### src/design/qls_pkg.sv
`default_nettype none

package qls_pkg;

  localparam int CAPACITY_DEF = 64;
  localparam int VALUE_W      = 32;

  typedef struct packed {
    logic signed [VALUE_W-1:0] value;
    logic                      is_last;
  } in_item_t;

  typedef struct packed {
    logic signed [VALUE_W-1:0] sorted_value;
    logic                      end_of_run;
    logic                      overflowed;
  } out_item_t;

endpackage

`default_nettype wire

### src/design/qls_ram.sv
`default_nettype none

module qls_ram #(
  parameter int DEPTH = qls_pkg::CAPACITY_DEF,
  parameter int WIDTH = qls_pkg::VALUE_W,
  localparam int AW   = (DEPTH > 1) ? $clog2(DEPTH) : 1
) (
  input  wire logic             clk,
  input  wire logic             wr_en,
  input  wire logic [AW-1:0]    wr_addr,
  input  wire logic [WIDTH-1:0] wr_data,
  input  wire logic             rd_en,
  input  wire logic [AW-1:0]    rd_addr,
  output logic      [WIDTH-1:0] rd_data
);

  logic [WIDTH-1:0] mem [DEPTH];

  always_ff @(posedge clk) begin
    if (wr_en) begin
      mem[wr_addr] <= wr_data;
    end
  end

  // registered read; data holds until the next read
  always_ff @(posedge clk) begin
    if (rd_en) begin
      rd_data <= mem[rd_addr];
    end
  end

endmodule

`default_nettype wire

### src/design/quicksort_lomuto_sorter_top.sv
// Quicksort sorter with Lomuto partitioning.
//
// Input channel (in_valid / in_stall / in_data): one signed 32-bit value per item.
// Items are stored one per cycle while the block is loading. An item with
// is_last set closes the set and starts an in-place sort; items beyond
// CAPACITY are dropped and flagged. in_stall is high from then until the last
// sorted value has been placed in the output register.
// Sorting runs on one element-store port pair and one signed comparator under
// a small sequencer, with an explicit range stack in a second memory:
//   per range: pop, pivot fetch, a compare for each scanned element, a swap
//   for each element moved forward, the final pivot swap, then the pushes.
//   Roughly N*log2(N) scan steps for N elements.
// Output channel (out_valid / out_stall / out_data): ascending values, each
// read from the store, the final one with end_of_run set, all with overflowed
// set if the set lost items. An output register parts the channel from the
// sequencer: while out_stall is high the held item stays and emission pauses.
// Once the last item is in the output register the block returns to loading.
// Reset (rst_n low, synchronous) clears the fill count, drop flag, stack
// pointer and sequencer; store contents are left undefined.

`default_nettype none

module quicksort_lomuto_sorter_top #(
  parameter int CAPACITY = qls_pkg::CAPACITY_DEF
) (
  input  wire logic               clk,
  input  wire logic               rst_n,
  input  wire logic               in_valid,
  output logic                    in_stall,
  input  wire qls_pkg::in_item_t  in_data,
  output logic                    out_valid,
  input  wire logic               out_stall,
  output qls_pkg::out_item_t      out_data
);

  localparam int IDX_W = (CAPACITY > 1) ? $clog2(CAPACITY) : 1;
  localparam int CNT_W = IDX_W + 1;
  localparam int ENT_W = 2 * IDX_W;
  localparam int VAL_W = qls_pkg::VALUE_W;

  typedef enum logic [14:0] {
    S_LOAD = 15'h0001,
    S_INIT = 15'h0002,
    S_POP  = 15'h0004,
    S_POPW = 15'h0008,
    S_PIV  = 15'h0010,
    S_CMP  = 15'h0020,
    S_SWPA = 15'h0040,
    S_SWPB = 15'h0080,
    S_FIN  = 15'h0100,
    S_FINA = 15'h0200,
    S_FINB = 15'h0400,
    S_PSHL = 15'h0800,
    S_PSHR = 15'h1000,
    S_EMR  = 15'h2000,
    S_EMW  = 15'h4000
  } state_t;

  state_t state_r, state_nxt;

  logic [CNT_W-1:0] fill_r, fill_nxt;
  logic             drop_r, drop_nxt;
  logic [CNT_W-1:0] sp_r, sp_nxt;
  logic [IDX_W-1:0] lo_r, lo_nxt;
  logic [IDX_W-1:0] hi_r, hi_nxt;
  logic [IDX_W-1:0] scan_r, scan_nxt;
  logic [IDX_W-1:0] bnd_r, bnd_nxt;
  logic [IDX_W-1:0] k_r, k_nxt;
  logic             out_valid_r, out_valid_nxt;

  logic signed [VAL_W-1:0] pivot_r, pivot_nxt;
  logic        [VAL_W-1:0] elem_r, elem_nxt;
  qls_pkg::out_item_t      out_r, out_nxt;

  // element store ports
  logic             e_wr_en, e_rd_en;
  logic [IDX_W-1:0] e_wr_addr, e_rd_addr;
  logic [VAL_W-1:0] e_wr_data, e_q;

  // range stack ports
  logic             s_wr_en, s_rd_en;
  logic [IDX_W-1:0] s_wr_addr, s_rd_addr;
  logic [ENT_W-1:0] s_wr_data, s_q;

  logic             in_take, out_take, scan_more, emit_last;
  logic [IDX_W-1:0] pop_lo, pop_hi;

  qls_ram #(.DEPTH(CAPACITY), .WIDTH(VAL_W)) u_store (
    .clk     (clk),
    .wr_en   (e_wr_en),
    .wr_addr (e_wr_addr),
    .wr_data (e_wr_data),
    .rd_en   (e_rd_en),
    .rd_addr (e_rd_addr),
    .rd_data (e_q)
  );

  qls_ram #(.DEPTH(CAPACITY), .WIDTH(ENT_W)) u_stack (
    .clk     (clk),
    .wr_en   (s_wr_en),
    .wr_addr (s_wr_addr),
    .wr_data (s_wr_data),
    .rd_en   (s_rd_en),
    .rd_addr (s_rd_addr),
    .rd_data (s_q)
  );

  assign in_stall  = (state_r != S_LOAD);
  assign in_take   = in_valid & ~in_stall;
  assign out_take  = out_valid_r & ~out_stall;
  assign out_valid = out_valid_r;
  assign out_data  = out_r;

  assign pop_lo    = s_q[ENT_W-1:IDX_W];
  assign pop_hi    = s_q[IDX_W-1:0];
  // another element remains left of the pivot after this one
  assign scan_more = (CNT_W'(scan_r) + CNT_W'(1)) < CNT_W'(hi_r);
  assign emit_last = (CNT_W'(k_r) + CNT_W'(1)) == fill_r;

  always_comb begin
    state_nxt     = state_r;
    fill_nxt      = fill_r;
    drop_nxt      = drop_r;
    sp_nxt        = sp_r;
    lo_nxt        = lo_r;
    hi_nxt        = hi_r;
    scan_nxt      = scan_r;
    bnd_nxt       = bnd_r;
    k_nxt         = k_r;
    pivot_nxt     = pivot_r;
    elem_nxt      = elem_r;
    out_nxt       = out_r;
    out_valid_nxt = out_valid_r & ~out_take;

    e_wr_en   = 1'b0;
    e_wr_addr = bnd_r;
    e_wr_data = elem_r;
    e_rd_en   = 1'b0;
    e_rd_addr = scan_r;
    s_wr_en   = 1'b0;
    s_wr_addr = sp_r[IDX_W-1:0];
    s_wr_data = {lo_r, hi_r};
    s_rd_en   = 1'b0;
    s_rd_addr = IDX_W'(sp_r - CNT_W'(1));

    unique case (state_r)
      S_LOAD: begin
        if (in_take) begin
          if (fill_r < CNT_W'(CAPACITY)) begin
            e_wr_en   = 1'b1;
            e_wr_addr = fill_r[IDX_W-1:0];
            e_wr_data = in_data.value;
            fill_nxt  = fill_r + CNT_W'(1);
          end else begin
            drop_nxt = 1'b1;
          end
          if (in_data.is_last) begin
            state_nxt = S_INIT;
          end
        end
      end
      S_INIT: begin
        // seed the stack with the whole set
        sp_nxt = '0;
        if (fill_r > CNT_W'(1)) begin
          s_wr_en   = 1'b1;
          s_wr_addr = '0;
          s_wr_data = {IDX_W'(0), IDX_W'(fill_r - CNT_W'(1))};
          sp_nxt    = CNT_W'(1);
        end
        state_nxt = S_POP;
      end
      S_POP: begin
        if (sp_r == '0) begin
          k_nxt     = '0;
          state_nxt = S_EMR;
        end else begin
          s_rd_en   = 1'b1;
          sp_nxt    = sp_r - CNT_W'(1);
          state_nxt = S_POPW;
        end
      end
      S_POPW: begin
        lo_nxt = pop_lo;
        hi_nxt = pop_hi;
        if (pop_lo >= pop_hi) begin
          state_nxt = S_POP;
        end else begin
          bnd_nxt   = pop_lo;
          scan_nxt  = pop_lo;
          e_rd_en   = 1'b1;
          e_rd_addr = pop_hi;
          state_nxt = S_PIV;
        end
      end
      S_PIV: begin
        pivot_nxt = $signed(e_q);
        e_rd_en   = 1'b1;
        e_rd_addr = scan_r;
        state_nxt = S_CMP;
      end
      S_CMP: begin
        // the shared comparator: element at scan against the pivot
        elem_nxt = e_q;
        if ($signed(e_q) <= pivot_r) begin
          e_rd_en   = 1'b1;
          e_rd_addr = bnd_r;
          state_nxt = S_SWPA;
        end else begin
          scan_nxt = scan_r + IDX_W'(1);
          if (scan_more) begin
            e_rd_en   = 1'b1;
            e_rd_addr = scan_r + IDX_W'(1);
            state_nxt = S_CMP;
          end else begin
            state_nxt = S_FIN;
          end
        end
      end
      S_SWPA: begin
        e_wr_en   = 1'b1;
        e_wr_addr = bnd_r;
        e_wr_data = elem_r;
        state_nxt = S_SWPB;
      end
      S_SWPB: begin
        // old boundary element still sits in the read register
        e_wr_en   = 1'b1;
        e_wr_addr = scan_r;
        e_wr_data = e_q;
        bnd_nxt   = bnd_r + IDX_W'(1);
        scan_nxt  = scan_r + IDX_W'(1);
        if (scan_more) begin
          e_rd_en   = 1'b1;
          e_rd_addr = scan_r + IDX_W'(1);
          state_nxt = S_CMP;
        end else begin
          state_nxt = S_FIN;
        end
      end
      S_FIN: begin
        e_rd_en   = 1'b1;
        e_rd_addr = bnd_r;
        state_nxt = S_FINA;
      end
      S_FINA: begin
        e_wr_en   = 1'b1;
        e_wr_addr = hi_r;
        e_wr_data = e_q;
        state_nxt = S_FINB;
      end
      S_FINB: begin
        e_wr_en   = 1'b1;
        e_wr_addr = bnd_r;
        e_wr_data = pivot_r;
        state_nxt = S_PSHL;
      end
      S_PSHL: begin
        if ((CNT_W'(bnd_r) >= CNT_W'(lo_r) + CNT_W'(2)) && (sp_r < CNT_W'(CAPACITY))) begin
          s_wr_en   = 1'b1;
          s_wr_data = {lo_r, bnd_r - IDX_W'(1)};
          sp_nxt    = sp_r + CNT_W'(1);
        end
        state_nxt = S_PSHR;
      end
      S_PSHR: begin
        if ((CNT_W'(hi_r) >= CNT_W'(bnd_r) + CNT_W'(2)) && (sp_r < CNT_W'(CAPACITY))) begin
          s_wr_en   = 1'b1;
          s_wr_data = {bnd_r + IDX_W'(1), hi_r};
          sp_nxt    = sp_r + CNT_W'(1);
        end
        state_nxt = S_POP;
      end
      S_EMR: begin
        e_rd_en   = 1'b1;
        e_rd_addr = k_r;
        state_nxt = S_EMW;
      end
      S_EMW: begin
        // hold the fetched value until the output register frees up
        if (!out_valid_nxt) begin
          out_nxt.sorted_value = $signed(e_q);
          out_nxt.end_of_run   = emit_last;
          out_nxt.overflowed   = drop_r;
          out_valid_nxt        = 1'b1;
          if (emit_last) begin
            fill_nxt  = '0;
            drop_nxt  = 1'b0;
            state_nxt = S_LOAD;
          end else begin
            k_nxt     = k_r + IDX_W'(1);
            state_nxt = S_EMR;
          end
        end
      end
      default: begin
        state_nxt = S_LOAD;
      end
    endcase
  end

  always_ff @(posedge clk) begin
    if (!rst_n) begin
      state_r     <= S_LOAD;
      fill_r      <= '0;
      drop_r      <= 1'b0;
      sp_r        <= '0;
      lo_r        <= '0;
      hi_r        <= '0;
      scan_r      <= '0;
      bnd_r       <= '0;
      k_r         <= '0;
      out_valid_r <= 1'b0;
    end else begin
      state_r     <= state_nxt;
      fill_r      <= fill_nxt;
      drop_r      <= drop_nxt;
      sp_r        <= sp_nxt;
      lo_r        <= lo_nxt;
      hi_r        <= hi_nxt;
      scan_r      <= scan_nxt;
      bnd_r       <= bnd_nxt;
      k_r         <= k_nxt;
      out_valid_r <= out_valid_nxt;
    end
  end

  always_ff @(posedge clk) begin
    pivot_r <= pivot_nxt;
    elem_r  <= elem_nxt;
    out_r   <= out_nxt;
  end

`ifndef ASSERT_OFF
  a_fill_bound : assert property (@(posedge clk) disable iff (!rst_n)
    fill_r <= CNT_W'(CAPACITY))
    else $error("fill count beyond capacity");

  a_stack_bound : assert property (@(posedge clk) disable iff (!rst_n)
    sp_r <= CNT_W'(CAPACITY))
    else $error("range stack pointer beyond depth");

  a_last_stalls : assert property (@(posedge clk) disable iff (!rst_n)
    in_take && in_data.is_last |=> in_stall)
    else $error("input not stalled after last item");

  a_boundary : assert property (@(posedge clk) disable iff (!rst_n)
    (state_r == S_CMP) |-> (bnd_r <= scan_r) && (scan_r < hi_r))
    else $error("partition boundary passed scan index");
`endif

endmodule

`default_nettype wire
### config.mk
export PLATFORM = sky130hd
export DESIGN_NAME = quicksort_lomuto_sorter_top
export DESIGN_NICKNAME = d
export VERILOG_FILES = /design/src/design/qls_pkg.sv /design/src/design/qls_ram.sv /design/src/design/quicksort_lomuto_sorter_top.sv
export SDC_FILE = /design/constraint.sdc
export NUM_CORES = 2
export LEC_CHECK = 0
export BUFFER_PORTS_ARGS = -buffer_cell sky130_fd_sc_hd__clkbuf_2
export CAP_MARGIN = 40
export CORE_ASPECT_RATIO = 2
export CORE_MARGIN = 4
export CORE_UTILIZATION = 35
export DETAILED_ROUTE_END_ITERATION = 16
export GPL_ROUTABILITY_DRIVEN = 1
export GPL_TIMING_DRIVEN = 0
export SKIP_CTS_REPAIR_TIMING = 1
export SLEW_MARGIN = 30
export SYNTH_ARGS = -nofsm -noshare
export SYNTH_HDL_FRONTEND = slang
export SYNTH_SLANG_ARGS = --single-unit
### constraint.sdc
create_clock -name clk -period 7 [get_ports clk]
set_clock_uncertainty 0.2 [all_clocks]
set_input_delay 0.35 -clock clk [delete_from_list [all_inputs] [get_ports clk]]
set_output_delay 0.35 -clock clk [all_outputs]
set_load 0.005 [all_outputs]
==> impl_metrics.tcl <==
set metrics [dict create \
    outcome "finished with violations" \
    violations "negative hold slack" \
    core_um2 340100 \
    finalSetupTns_ns 0 \
    cp_data_required_time_ns 7.45 \
    yosysUniqueCellTypes 89 \
    ys_seq_elements 3019 \
    place_area_um2 131100 \
    yosys.area.top_type "edfxtp_1" \
    hold_path_class "input port to flip-flop" \
    ys_warn_count 0 \
    use_met2_pct 39.44 \
    setup_viol 0 \
    cap_violations 0 \
    synth-edff-count 2958 \
    worst_slack_ns 0.008815 \
    cp_max_fo 10 \
    cts_tree "yes" \
    port_buffers 72 \
    viasPerCell 5.491 \
    p_clk_share_pct 41.4 \
    whs_path_depth 3 \
    grt_pass1_vias 70174 \
    drc 0 \
    antenna_left 0 \
    via_count 67587 \
    grt_pass1_wl_um 522300 \
    cp-end-kind "flip-flop" \
    reg2reg_depth 16 \
    pin_count 73 \
    wl_per_cell_um 30.40 \
    antenna_found_initial 16 \
    holdCritStartpoint "in_data[24]" \
    place_ws_ns 0.03861 \
    final_cell_mix "2,958 x edfxtp_1, 1,177 x nand2_1, 441 x mux4_2" \
    cts.htree.levels 5 \
    clk_pin_slew_ns 0.07 \
    p_leak_nw 45.12 \
    row_count 303 \
    grtUsageMet1_pct 19.58 \
    die-area_um2 351200 \
    whs_ns -0.01204 \
    power.switching_w 0.007941 \
    fp.dieW_um 421.1 \
    avgSynthCellArea_um2 16.94 \
    synth_flop_cell "edfxtp_1" \
    met3_usage_pct 2.978 \
    power.density_nw_per_um2 262.8 \
    switching_share_pct 21.52 \
    clk_latency_ns 0.92 \
    grt_max_degree 65 \
    p_int_w 0.02897 \
    cp.arrival_ns 7.44 \
    syn_nets 7155 \
    finalCritPeriodShare_pct 99.87 \
    post-dp-hpwl_um 275200 \
    finalMaxSlewViolations 0 \
    worst_pin_slew_ns 0.9375 \
    reg2reg_to "u_store.rd_data[18]" \
    grt.busiest_layer "met2" \
    syn_inst 7049 \
    final_common_cell "edfxtp_1" \
    min_period_ns 6.991 \
    relSlewSlack_pct 37.08 \
    p_seq_share_pct 54.8 \
    startpoint_type "flip-flop" \
    track_usage_pct 20.82 \
    fp.dieH_um 834.1 \
    final_hold_viol_count 16 \
    post-route-util_pct 41.30 \
    syn_to_final_growth_pct 17.58 \
    clockBufferDepth 4 \
    start_util_pct 35.12 \
    grt-ovfl-total 0 \
    hold_path_end "u_store.mem[26][23]" \
    synth.area.top_cells "edfxtp_1 74%, mux4_2 8.3%, nand2_1 3.8%" \
    synth_top_area_share_pct 74.37 \
    drt_wl_total_um 374100 \
    fmax_ghz 0.1430 \
    cts.sink_count 3019 \
    r2r_start "u_store.rd_data[31]" \
    peakVddDrop_uv 164.2 \
    synthArstFlopShare_pct 0 \
    combPwrFrac_pct 3.8 \
    drtIter0Drc 6674 \
    finalNetCount 7769 \
    rrSetupSlack_ns 0.009 \
    cts_root_buf "clkbuf_16" \
    final_area_um2 140400 \
    synth_area_um2 119400 \
    drt_pre_antenna_iters 8 \
    critPathKind "flip-flop to flip-flop" \
    drive_gt1_share_pct 20.25 \
    gp_congestion 1.087 \
    ys_seq_area_share_pct 75.39 \
    cts_buffers 277 \
]
-- metal layers --
| metal | vias up | share of wire, % | routed length (um) |
|---|---|---|---|
| met3 | 898 | 5.4 | 20230 |
| li1 | 29105 | - | - |
| met2 | 2626 | 54 | 202800 |
| met1 | 34946 | 30 | 112800 |
| met5 | - | 0.021 | 80 |
| met4 | 12 | 10 | 38140 |
-- stage by stage --
| step | cells | total power (W) |
|---|---|---|
| after floorplan | 7049 | 0.02116 |
| after global placement | 11543 | 0.02186 |
| after detailed placement | 11775 | 0.02201 |
| after CTS | 12263 | 0.03712 |
| after global routing | 12298 | 0.03786 |
| final | 12308 | 0.03691 |
-- worst max-delay path by stage --
stage | slack (ns) | cells after the start | to | start
floorplan | 0.36 | 5 | u_store.rd_data[0] | state_r[1]
global placement | -3.92 | 6 | u_store.rd_data[22] | state_r[13]
CTS | 0.03 | 14 | u_store.rd_data[18] | u_store.rd_data[31]
detailed placement | 0.04 | 14 | u_store.rd_data[18] | u_store.rd_data[31]
finish | 0.009 | 16 | u_store.rd_data[18] | u_store.rd_data[31]
global route | -0.01 | 15 | u_store.rd_data[16] | u_store.rd_data[31]
-- final cells by class --
cell class	instances	area, um^2
diodes	14	35.03
fillers	29849	199600
plain buffers	420	2057
inverters	63	236.5
multi-input cells	3546	28310
repair buffers	336	5320
well taps	4422	5533
clock inverters	153	1668
clock buffers	335	7233
flip-flops and latches	3019	90050
-- power by group through the flow --
stage	clock, W	sequential [W]	combinational (W)
6_report	0.0153	0.0202	0.00140
5_1_grt	0.0162	0.0202	0.00146
4_1_cts	0.0155	0.0202	0.00138
3_5_place_dp	0	0.0206	0.00138
3_3_place_gp	0	0.0208	0.00109
2_1_floorplan	0	0.0207	0.000491
-- critical path, stage by stage, from the launching register on --
cell	delay, ns
edfxtp_1	0.50
ha_1	0.32
buf_2	0.29
nand4_1	0.31
nor4_1	0.45
o31a_1	0.57
o221ai_1	0.41
a221o_1	0.45
o21ai_2	0.35
nor2_1	0.09
nand2_1	0.31
clkbuf_1	0.68
a21oi_2	0.15
buf_8	0.22
a311oi_1	0.57
o211ai_1	0.51
buf_6	0.30
-- registers in the layout, indices dropped and copies added (netlist names) --
name / cells
out_data: 34
fill_r: 7
scan_r: 6
elem_r: 32
bnd_r: 6
u_stack.mem: 768
lo_r: 6
state_r: 15
sp_r: 7
out_valid: 1
pivot_r: 32
k_r: 6
u_stack.rd_data: 12
hi_r: 6
u_store.mem: 2048
u_store.rd_data: 32
drop_r: 1
-- cell families (layout without fill, tap and decap cells) --
| family | after synthesis | after routing | synth area share [%] |
|---|---|---|---|
| other | 0 | 14 | 0 |
| XOR/XNOR | 44 | 44 | 0.3226 |
| buffers and inverters | 484 | 1307 | 1.893 |
| adder cells (fa/ha/maj) | 69 | 69 | 0.7228 |
| flip-flops | 3019 | 3019 | 75.39 |
| AO/OA/AOI/OAI | 1035 | 1035 | 5.821 |
| AND/OR/NAND/NOR | 1865 | 1865 | 6.756 |
| multiplexers | 533 | 533 | 9.095 |
-- cell usage after synthesis (37+ instances only) --
master    count
inv_1        62
o211ai_1     37
clkbuf_1    226
or3_1        40
o221ai_1     37
ha_1         69
nor2_1      217
a311oi_1     64
a22oi_1      70
edfxtp_1   2958
mux4_2      441
mux2i_1      84
a221o_1      67
a21oi_1     442
nand4_1      61
o21ai_0      57
and3_1       78
nand3_1     156
buf_2       100
a31oi_1      73
dfxtp_1      61
nand2_1    1209
Power figures use the tool's default switching activity.
